File: config.mk
export PLATFORM = sky130hd
export DESIGN_NAME = base85_stream_encoder
export DESIGN_NICKNAME = d
export VERILOG_FILES = /design/src/hw/rtl/b85enc_pkg.sv /design/src/hw/rtl/b85enc_front.sv /design/src/hw/rtl/b85enc_fifo.sv /design/src/hw/rtl/b85enc_conv.sv /design/src/hw/rtl/b85enc_emit.sv /design/src/hw/rtl/base85_stream_encoder.sv
export SDC_FILE = /design/constraint.sdc
export NUM_CORES = 1
export LEC_CHECK = 0
export ABC_AREA = 1
export BUFFER_PORTS_ARGS = -buffer_cell sky130_fd_sc_hd__clkbuf_2
export CAP_MARGIN = 30
export CORE_MARGIN = 1.5
export CORE_UTILIZATION = 65
export DETAILED_ROUTE_END_ITERATION = 7
export PLACE_DENSITY_LB_ADDON = 0.25
export SYNTH_ARGS = -nofsm -noshare
export SYNTH_HDL_FRONTEND = slang
export SYNTH_HIERARCHICAL = 1
export SYNTH_SLANG_ARGS = --single-unit
File: constraint.sdc
create_clock -name clk -period 11.7 [get_ports clk]
set_input_delay 0.585 -clock clk [delete_from_list [all_inputs] [get_ports clk]]
set_output_delay 0.585 -clock clk [all_outputs]
set_load 0.02 [all_outputs]
File: src/hw/rtl/b85enc_pkg.sv
// ----------------------------------------------------------------------------
// b85enc_pkg
// Types, constants and the character map shared by the base-85 encoder.
// ----------------------------------------------------------------------------
package b85enc_pkg;

  // Radix and the reciprocal used to divide a 32-bit value by it.
  // floor(x / 85) == (x * RECIP) >> RECIP_SHIFT for every 32-bit x.
  localparam logic [6:0]  RADIX       = 7'd85;
  localparam logic [31:0] RECIP       = 32'd3233857729;
  localparam int          RECIP_SHIFT = 38;

  // Number of characters per full group and digits per group.
  localparam logic [2:0] FULL_CHARS = 3'd5;
  localparam int         NUM_DIGITS = 5;

  // Punctuation part of the alphabet, digit values 62 through 84.
  localparam logic [6:0] PUNCT [23] = '{
    7'd33, 7'd35, 7'd36, 7'd37, 7'd38, 7'd40, 7'd41, 7'd42, 7'd43, 7'd45,
    7'd59, 7'd60, 7'd61, 7'd62, 7'd63, 7'd64, 7'd94, 7'd95, 7'd96, 7'd123,
    7'd124, 7'd125, 7'd126
  };

  // One completed group on its way from the front end to the converter.
  typedef struct packed {
    logic [31:0] group;
    logic [2:0]  nchars;
    logic        eom;
  } b85enc_grp_t;

  // Converted digits, most significant in element 0.
  typedef struct packed {
    logic [NUM_DIGITS-1:0][6:0] digits;
    logic [2:0]                 nchars;
    logic                       eom;
  } b85enc_res_t;

  // Maps a digit value to its ASCII character.
  function automatic logic [6:0] b85_char(input logic [6:0] d);
    logic [6:0] c;
    c = 7'd48;
    priority if (d < 7'd10) begin
      c = d + 7'd48;
    end else if (d < 7'd36) begin
      c = d + 7'd55;
    end else if (d < 7'd62) begin
      c = d + 7'd61;
    end else if (d < RADIX) begin
      c = PUNCT[5'(d - 7'd62)];
    end
    return c;
  endfunction

endpackage

File: src/hw/rtl/b85enc_front.sv
// ----------------------------------------------------------------------------
// b85enc_front
// Collects input bytes into 32-bit groups and pushes each completed or
// final group into the queue with its character count.
// ----------------------------------------------------------------------------
module b85enc_front import b85enc_pkg::*; (
  input  logic        clk,
  input  logic        rst,
  input  logic        in_valid,
  output logic        in_ready,
  input  logic [7:0]  data_byte,
  input  logic        end_of_message,
  input  logic        q_full,
  output logic        q_push,
  output b85enc_grp_t q_data
);

  logic [23:0] pending;
  logic [1:0]  pcount;
  logic [2:0]  total;
  logic        take;

  assign in_ready = !q_full;
  assign take     = in_valid && in_ready;
  assign total    = {1'b0, pcount} + 3'd1;

  // A group leaves on its fourth byte or at the end of the message.
  assign q_push = take && (end_of_message || total == 3'd4);

  // Left-align the collected bytes, zero padding on the right.
  always_comb begin
    unique case (pcount)
      2'd0: q_data.group = {data_byte, 24'd0};
      2'd1: q_data.group = {pending[7:0], data_byte, 16'd0};
      2'd2: q_data.group = {pending[15:0], data_byte, 8'd0};
      default: q_data.group = {pending, data_byte};
    endcase
    q_data.nchars = (total == 3'd4) ? FULL_CHARS : total + 3'd1;
    q_data.eom    = end_of_message;
  end

  // Pending byte store.
  always_ff @(posedge clk) begin
    if (rst) begin
      pending <= '0;
      pcount  <= '0;
    end else if (take) begin
      if (q_push) begin
        pending <= '0;
        pcount  <= '0;
      end else begin
        pending <= {pending[15:0], data_byte};
        pcount  <= total[1:0];
      end
    end
  end

endmodule

File: src/hw/rtl/b85enc_fifo.sv
// ----------------------------------------------------------------------------
// b85enc_fifo
// Short group queue that decouples the front end from the converter.
// ----------------------------------------------------------------------------
module b85enc_fifo import b85enc_pkg::*; #(
  parameter int DEPTH = 2
) (
  input  logic        clk,
  input  logic        rst,
  input  logic        push,
  input  b85enc_grp_t push_data,
  output logic        full,
  input  logic        pop,
  output logic        not_empty,
  output b85enc_grp_t pop_data
);

  localparam int PtrW = (DEPTH > 1) ? $clog2(DEPTH) : 1;
  localparam int CntW = $clog2(DEPTH + 1);

  b85enc_grp_t          entries [DEPTH];
  logic [PtrW-1:0]      wr_ptr;
  logic [PtrW-1:0]      rd_ptr;
  logic [CntW-1:0]      count;

  assign full      = (count == CntW'(DEPTH));
  assign not_empty = (count != '0);
  assign pop_data  = entries[rd_ptr];

  // Entry storage.
  always_ff @(posedge clk) begin
    if (push) begin
      entries[wr_ptr] <= push_data;
    end
  end

  // Pointers and fill count.
  always_ff @(posedge clk) begin
    if (rst) begin
      wr_ptr <= '0;
      rd_ptr <= '0;
      count  <= '0;
    end else begin
      if (push) begin
        wr_ptr <= (wr_ptr == PtrW'(DEPTH - 1)) ? '0 : wr_ptr + 1'b1;
      end
      if (pop) begin
        rd_ptr <= (rd_ptr == PtrW'(DEPTH - 1)) ? '0 : rd_ptr + 1'b1;
      end
      unique case ({push, pop})
        2'b10:   count <= count + 1'b1;
        2'b01:   count <= count - 1'b1;
        default: count <= count;
      endcase
    end
  end

endmodule

File: src/hw/rtl/b85enc_conv.sv
// ----------------------------------------------------------------------------
// b85enc_conv
// Splits a 32-bit group into five base-85 digits with a shared
// divide-by-85 unit: a multiply step by the reciprocal, then a step
// that takes the quotient and the remainder.
// ----------------------------------------------------------------------------
module b85enc_conv import b85enc_pkg::*; (
  input  logic        clk,
  input  logic        rst,
  input  logic        q_valid,
  input  b85enc_grp_t q_data,
  output logic        q_pop,
  input  logic        emit_free,
  output logic        res_valid,
  output b85enc_res_t res
);

  typedef enum logic [1:0] {CV_IDLE, CV_MUL, CV_DIV, CV_HOLD} cv_state_t;

  cv_state_t                  state;
  logic [1:0]                 step;
  logic [31:0]                x;
  logic [63:0]                prod;
  logic [NUM_DIGITS-1:0][6:0] digits;
  logic [2:0]                 nchars;
  logic                       eom;

  logic [25:0]                quot;
  logic [31:0]                rem_full;
  logic [NUM_DIGITS-1:0][6:0] digits_next;
  logic                       div_last;
  logic                       handoff;

  // Quotient from the registered product, remainder by one subtract.
  assign quot     = prod[63:RECIP_SHIFT];
  assign rem_full = x - 32'(quot) * 32'(RADIX);
  assign div_last = (state == CV_DIV) && (step == 2'd3);

  // Digits including the one produced this cycle.
  always_comb begin
    digits_next = digits;
    if (state == CV_DIV) begin
      digits_next[3'd4 - {1'b0, step}] = rem_full[6:0];
      if (step == 2'd3) begin
        digits_next[0] = quot[6:0];
      end
    end
  end

  assign res_valid     = (state == CV_HOLD) || div_last;
  assign handoff       = res_valid && emit_free;
  assign res.digits    = digits_next;
  assign res.nchars    = nchars;
  assign res.eom       = eom;
  assign q_pop         = q_valid && ((state == CV_IDLE) || handoff);

  // Sequencer and datapath registers.
  always_ff @(posedge clk) begin
    if (rst) begin
      state <= CV_IDLE;
      step  <= '0;
    end else begin
      if (q_pop) begin
        state <= CV_MUL;
        step  <= '0;
      end else if (handoff) begin
        state <= CV_IDLE;
      end else if (div_last) begin
        state <= CV_HOLD;
      end else if (state == CV_MUL) begin
        state <= CV_DIV;
      end else if (state == CV_DIV) begin
        state <= CV_MUL;
        step  <= step + 2'd1;
      end
    end
  end

  // Payload: working value, product, digits and group attributes.
  always_ff @(posedge clk) begin
    if (q_pop) begin
      x      <= q_data.group;
      nchars <= q_data.nchars;
      eom    <= q_data.eom;
    end else if (state == CV_DIV) begin
      x <= 32'(quot);
    end
    if (state == CV_MUL) begin
      prod <= 64'(x) * 64'(RECIP);
    end
    if (state == CV_DIV) begin
      digits <= digits_next;
    end
  end

endmodule

File: src/hw/rtl/b85enc_emit.sv
// ----------------------------------------------------------------------------
// b85enc_emit
// Holds one converted group and sends its characters, most significant
// first, through a registered output stage.
// ----------------------------------------------------------------------------
module b85enc_emit import b85enc_pkg::*; (
  input  logic        clk,
  input  logic        rst,
  input  logic        res_valid,
  input  b85enc_res_t res,
  output logic        emit_free,
  output logic        out_valid,
  input  logic        out_ready,
  output logic [6:0]  char_code,
  output logic        last_char
);

  logic                       busy;
  logic [2:0]                 idx;
  logic [NUM_DIGITS-1:0][6:0] digits;
  logic [2:0]                 nchars;
  logic                       eom;
  logic                       advance;
  logic                       final_one;

  assign emit_free = !busy;
  assign advance   = busy && (!out_valid || out_ready);
  assign final_one = (idx == nchars - 3'd1);

  // Control: buffer occupancy, character index, output valid.
  always_ff @(posedge clk) begin
    if (rst) begin
      busy      <= 1'b0;
      idx       <= '0;
      out_valid <= 1'b0;
    end else begin
      if (res_valid && !busy) begin
        busy <= 1'b1;
        idx  <= '0;
      end else if (advance) begin
        idx <= idx + 3'd1;
        if (final_one) begin
          busy <= 1'b0;
        end
      end
      if (advance) begin
        out_valid <= 1'b1;
      end else if (out_ready) begin
        out_valid <= 1'b0;
      end
    end
  end

  // Payload: group buffer and output character.
  always_ff @(posedge clk) begin
    if (res_valid && !busy) begin
      digits <= res.digits;
      nchars <= res.nchars;
      eom    <= res.eom;
    end
    if (advance) begin
      char_code <= b85_char(digits[idx]);
      last_char <= eom && final_one;
    end
  end

endmodule

File: src/hw/rtl/base85_stream_encoder.sv
// ----------------------------------------------------------------------------
// base85_stream_encoder
// Streaming base-85 encoder with the RFC1924 alphabet: four bytes in,
// five characters out, short final groups give one more char than bytes.
//
//   Channel  Direction  Handshake             Payload
//   in       sink       in_valid / in_ready   data_byte, end_of_message
//   out      source     out_valid / out_ready char_code, last_char
//
// Each group goes through the divide-by-85 unit as four divisions, each
// a multiply step and a remainder step; a short final group still goes
// through all four divisions. The next group can wait in the queue, and
// bytes keep coming in, while the current group is being converted.
// Bytes are taken while the group queue has room;
// an output stall fills the character buffer, then the converter, then
// the queue. Reset is synchronous and empties every stage at once.
// ----------------------------------------------------------------------------
module base85_stream_encoder import b85enc_pkg::*; #(
  parameter int QUEUE_DEPTH = 2
) (
  input  logic       clk,
  input  logic       rst,
  input  logic       in_valid,
  output logic       in_ready,
  input  logic [7:0] data_byte,
  input  logic       end_of_message,
  output logic       out_valid,
  input  logic       out_ready,
  output logic [6:0] char_code,
  output logic       last_char
);

  b85enc_grp_t push_data;
  b85enc_grp_t pop_data;
  b85enc_res_t res;
  logic        push;
  logic        full;
  logic        pop;
  logic        not_empty;
  logic        res_valid;
  logic        emit_free;

  // Front end: byte collection.
  b85enc_front u_front (
    .clk            (clk),
    .rst            (rst),
    .in_valid       (in_valid),
    .in_ready       (in_ready),
    .data_byte      (data_byte),
    .end_of_message (end_of_message),
    .q_full         (full),
    .q_push         (push),
    .q_data         (push_data)
  );

  // Group queue.
  b85enc_fifo #(
    .DEPTH (QUEUE_DEPTH)
  ) u_fifo (
    .clk       (clk),
    .rst       (rst),
    .push      (push),
    .push_data (push_data),
    .full      (full),
    .pop       (pop),
    .not_empty (not_empty),
    .pop_data  (pop_data)
  );

  // Digit conversion.
  b85enc_conv u_conv (
    .clk       (clk),
    .rst       (rst),
    .q_valid   (not_empty),
    .q_data    (pop_data),
    .q_pop     (pop),
    .emit_free (emit_free),
    .res_valid (res_valid),
    .res       (res)
  );

  // Character output.
  b85enc_emit u_emit (
    .clk       (clk),
    .rst       (rst),
    .res_valid (res_valid),
    .res       (res),
    .emit_free (emit_free),
    .out_valid (out_valid),
    .out_ready (out_ready),
    .char_code (char_code),
    .last_char (last_char)
  );

endmodule

==> out/metrics.cfg <==
[timing]
post-route-period-util=0.5579
timing.clock.skew_ns=0.01992
worst-slew-pin-transition_ns=0.9832
fmax_mhz=153.2
finalSetupViolCount=0
max_slew_headroom_at_the_worst_pin=0.3445
timing.setup.tns_ns=0
setup_slack_ns=5.173
grt_setup_unrepaired=no
hold_viol=0
fin_crit_ns=6.527
timing.final.max_slew_violations=0

[floorplan]
die-area_um2=38120
ios=23
row_count=70
floorplan.initialDensity=0.6578
die_w_um=195.3
floorplan.die.height_um=195.3
core_area_um2=36520

[job]
max_cap_viol_count=0

[cts]
h_tree_level_count=1
cts_hold_buffers=0
cts-root-to-sink-buffers=3
post-cts-setup-buffer-count=0
cts_root_buffer=sky130_fd_sc_hd__clkbuf_16
clkSlewWorstSetupHoldPaths_ns=0.06
numCtsBuffers=28
clkSinkCount=256
insertion_delay_ns=0.58
cts_resized=0
tritoncts=yes

[worst_setup_path]
path_class=register to register
reg2reg_slack_ns=5.17
critical_path_peak_fanout=4
worstReg2RegStart=u_conv/x[6]$_DFFE_PP_
critical_path.startpoint_type=register
worstRegToRegCells=22
critPathArrivalTime_ns=6.86
critPathRequiredTime_ns=12.03
critPathCaptureType=register
r2r-end=u_conv/prod[54]$_DFFE_PP_

[global_routing]
globalRouteTotalUtil=0.3547
grt_max_degree=44
vias_in_the_first_global_route=18100
global_route.overflow_total=0
antenna_found_initial=0
grt_first_pass_wirelength_mm=102.5

[detailed_routing]
routed_wire_length_per_instance_um=20.93
totalWireLength_mm=66.13
drcViolationCount=0
drt-pass1-iter-count=8
ant_nets=0
detailroute.via_count=18270
drt_iter0_drc=1830
route.detailed.vias_per_inst=5.780

[logic_synthesis]
synth.cells.most_frequent=sky130_fd_sc_hd__nand2_1, sky130_fd_sc_hd__inv_1, sky130_fd_sc_hd__ha_1
ys.flop_type=sky130_fd_sc_hd__edfxtp_1
post_synth.cell_area_avg_um2=9.069
postSynthRegisterBits=256
post_synth_inst_count=2649
synth-warning-count=6
synth_async_sr_flop_share=0
synth.most_common_cell=sky130_fd_sc_hd__nand2_1
synth_area_um2=24020
synth_cell_types=57
synth_area_leader_cell=sky130_fd_sc_hd__edfxtp_1
ys_seq_area_frac=0.3033
synth-edff-count=216
synth_top_cells_by_area=sky130_fd_sc_hd__edfxtp_1, sky130_fd_sc_hd__ha_1, sky130_fd_sc_hd__fa_1
synth_top_area_frac=0.2700
syn-num-nets=3193

[min_path]
worst_hold_startpoint=end_of_message
worstHoldPathCells=1
hold_path.class=input port to register
whs_endpoint=u_fifo/entries[1][0]$_DFFE_PP_

[placement]
post-dp-hpwl_mm=54.34
port_buffers=22
gp_congestion=1.002
pre_cts_slack_ns=5.306

[finish]
proportion_of_layout_cells_with_a_drive_suffix_above_1=0.08692
diodes=0
flow.area_growth_from_synthesis_pct=6.062
nNetsFinal=3214

[status]
outcome=finished clean

-- routing by layer --
metal  track usage  share of wire
met5             0              0
met3       0.05026          0.084
met1        0.5212           0.44
met2        0.5511           0.44
met4       0.09905          0.029
-- layout make-up --
cell class,instances,area (um2)
timing repair buffer,28,180.2
clock inverter,19,249.0
multi-input combinational,1811,14390
fill,2861,11040
inverter,545,2046
tap,468,585.6
clock buffer,33,739.5
sequential,256,7288
-- flip-flops by register name (all words and copies together) (netlist names), named ones only --
signal / count
u_front/pending: 24
u_conv/digits: 35
u_front/pcount: 2
u_emit/eom: 1
u_emit/out_valid: 1
u_fifo/wr_ptr: 1
u_emit/nchars: 3
u_conv/x: 32
u_emit/char_code: 7
u_fifo/rd_ptr: 1
u_conv/step: 2
u_conv/state: 2
u_fifo/entries: 72
u_emit/last_char: 1
u_emit/digits: 35
u_conv/eom: 1
u_conv/prod: 26
u_emit/busy: 1
u_emit/idx: 3
u_fifo/count: 2
u_conv/nchars: 3
-- critical path, stage by stage (launching register included) --
cell,delay (ns)
sky130_fd_sc_hd__edfxtp_1,0.55
sky130_fd_sc_hd__ha_1,0.41
sky130_fd_sc_hd__ha_1,0.34
sky130_fd_sc_hd__inv_1,0.07
sky130_fd_sc_hd__fa_1,0.50
sky130_fd_sc_hd__inv_1,0.06
sky130_fd_sc_hd__fa_1,0.51
sky130_fd_sc_hd__inv_1,0.06
sky130_fd_sc_hd__fa_1,0.51
sky130_fd_sc_hd__fa_1,0.56
sky130_fd_sc_hd__fa_1,0.56
sky130_fd_sc_hd__inv_1,0.06
sky130_fd_sc_hd__ha_1,0.29
sky130_fd_sc_hd__ha_1,0.34
sky130_fd_sc_hd__a21oi_1,0.22
sky130_fd_sc_hd__o21ai_0,0.23
sky130_fd_sc_hd__o21bai_1,0.32
sky130_fd_sc_hd__a21oi_1,0.17
sky130_fd_sc_hd__nand2_1,0.20
sky130_fd_sc_hd__nand2_1,0.14
sky130_fd_sc_hd__nand2_1,0.07
sky130_fd_sc_hd__nand2_1,0.06
sky130_fd_sc_hd__nand2_1,0.04
-- placed cells by master (no fill, tap or decap), types with 6 or more instances in the layout --
cell	n
sky130_fd_sc_hd__nand2_2	15
sky130_fd_sc_hd__nor3_2	6
sky130_fd_sc_hd__fa_1	171
sky130_fd_sc_hd__mux2_4	30
sky130_fd_sc_hd__xnor2_1	13
sky130_fd_sc_hd__a21oi_1	111
sky130_fd_sc_hd__nor3_1	8
sky130_fd_sc_hd__nor2_1	164
sky130_fd_sc_hd__a21o_1	6
sky130_fd_sc_hd__o21bai_1	10
sky130_fd_sc_hd__nand3_1	90
sky130_fd_sc_hd__o211ai_1	11
sky130_fd_sc_hd__edfxtp_1	216
sky130_fd_sc_hd__nand3_2	18
sky130_fd_sc_hd__o21ai_1	10
sky130_fd_sc_hd__or2_2	8
sky130_fd_sc_hd__inv_1	524
sky130_fd_sc_hd__nor2_2	16
sky130_fd_sc_hd__ha_1	358
sky130_fd_sc_hd__nand2_1	562
sky130_fd_sc_hd__inv_2	20
sky130_fd_sc_hd__a21oi_2	15
sky130_fd_sc_hd__clkbuf_2	22
sky130_fd_sc_hd__xor2_1	15
sky130_fd_sc_hd__clkbuf_16	28
sky130_fd_sc_hd__mux2_2	6
sky130_fd_sc_hd__dfxtp_1	39
sky130_fd_sc_hd__o21ai_0	106
sky130_fd_sc_hd__nand4_1	13
-- worst max-delay path by stage --
stage	from	end	slack [ns]	cells after the start
2_1_floorplan	u_conv/x[8]$_DFFE_PP_	u_conv/prod[55]$_DFFE_PP_	6.24	21
3_3_place_gp	u_conv/x[6]$_DFFE_PP_	u_conv/prod[54]$_DFFE_PP_	5.26	22
3_5_place_dp	u_conv/x[6]$_DFFE_PP_	u_conv/prod[54]$_DFFE_PP_	5.31	22
4_1_cts	u_conv/x[6]$_DFFE_PP_	u_conv/prod[54]$_DFFE_PP_	5.28	22
5_1_grt	u_conv/x[6]$_DFFE_PP_	u_conv/prod[54]$_DFFE_PP_	4.97	22
6_report	u_conv/x[6]$_DFFE_PP_	u_conv/prod[54]$_DFFE_PP_	5.17	22
-- stage by stage --
step / area (um2) / hold slack (ns) / utilization / instances
final: 25480 / 0.3127 / 0.6977 / 3160
after global routing: 25480 / 0.3093 / 0.6977 / 3160
after CTS: 25480 / 0.2952 / 0.6977 / 3160
after detailed placement: 24490 / 0.4054 / 0.6706 / 3108
after global placement: 24450 / 0.4060 / 0.6695 / 3106
after floorplan: 24020 / 0.4003 / - / 2649
-- cells by family after synthesis --
kind of cell	Yosys count	synth area share
and+or+nand+nor	925	0.1673
buffers and inverters	582	0.09843
adders and majority gates	531	0.3300
AOI/OAI and AO/OA	291	0.06916
DFF	256	0.3033
muxes	36	0.02156
xor gates and xnor gates	28	0.01021
Power is left out: the tool's default activity adds up to more than one toggle a clock period on the data nets, which glitch-free logic cannot reach.
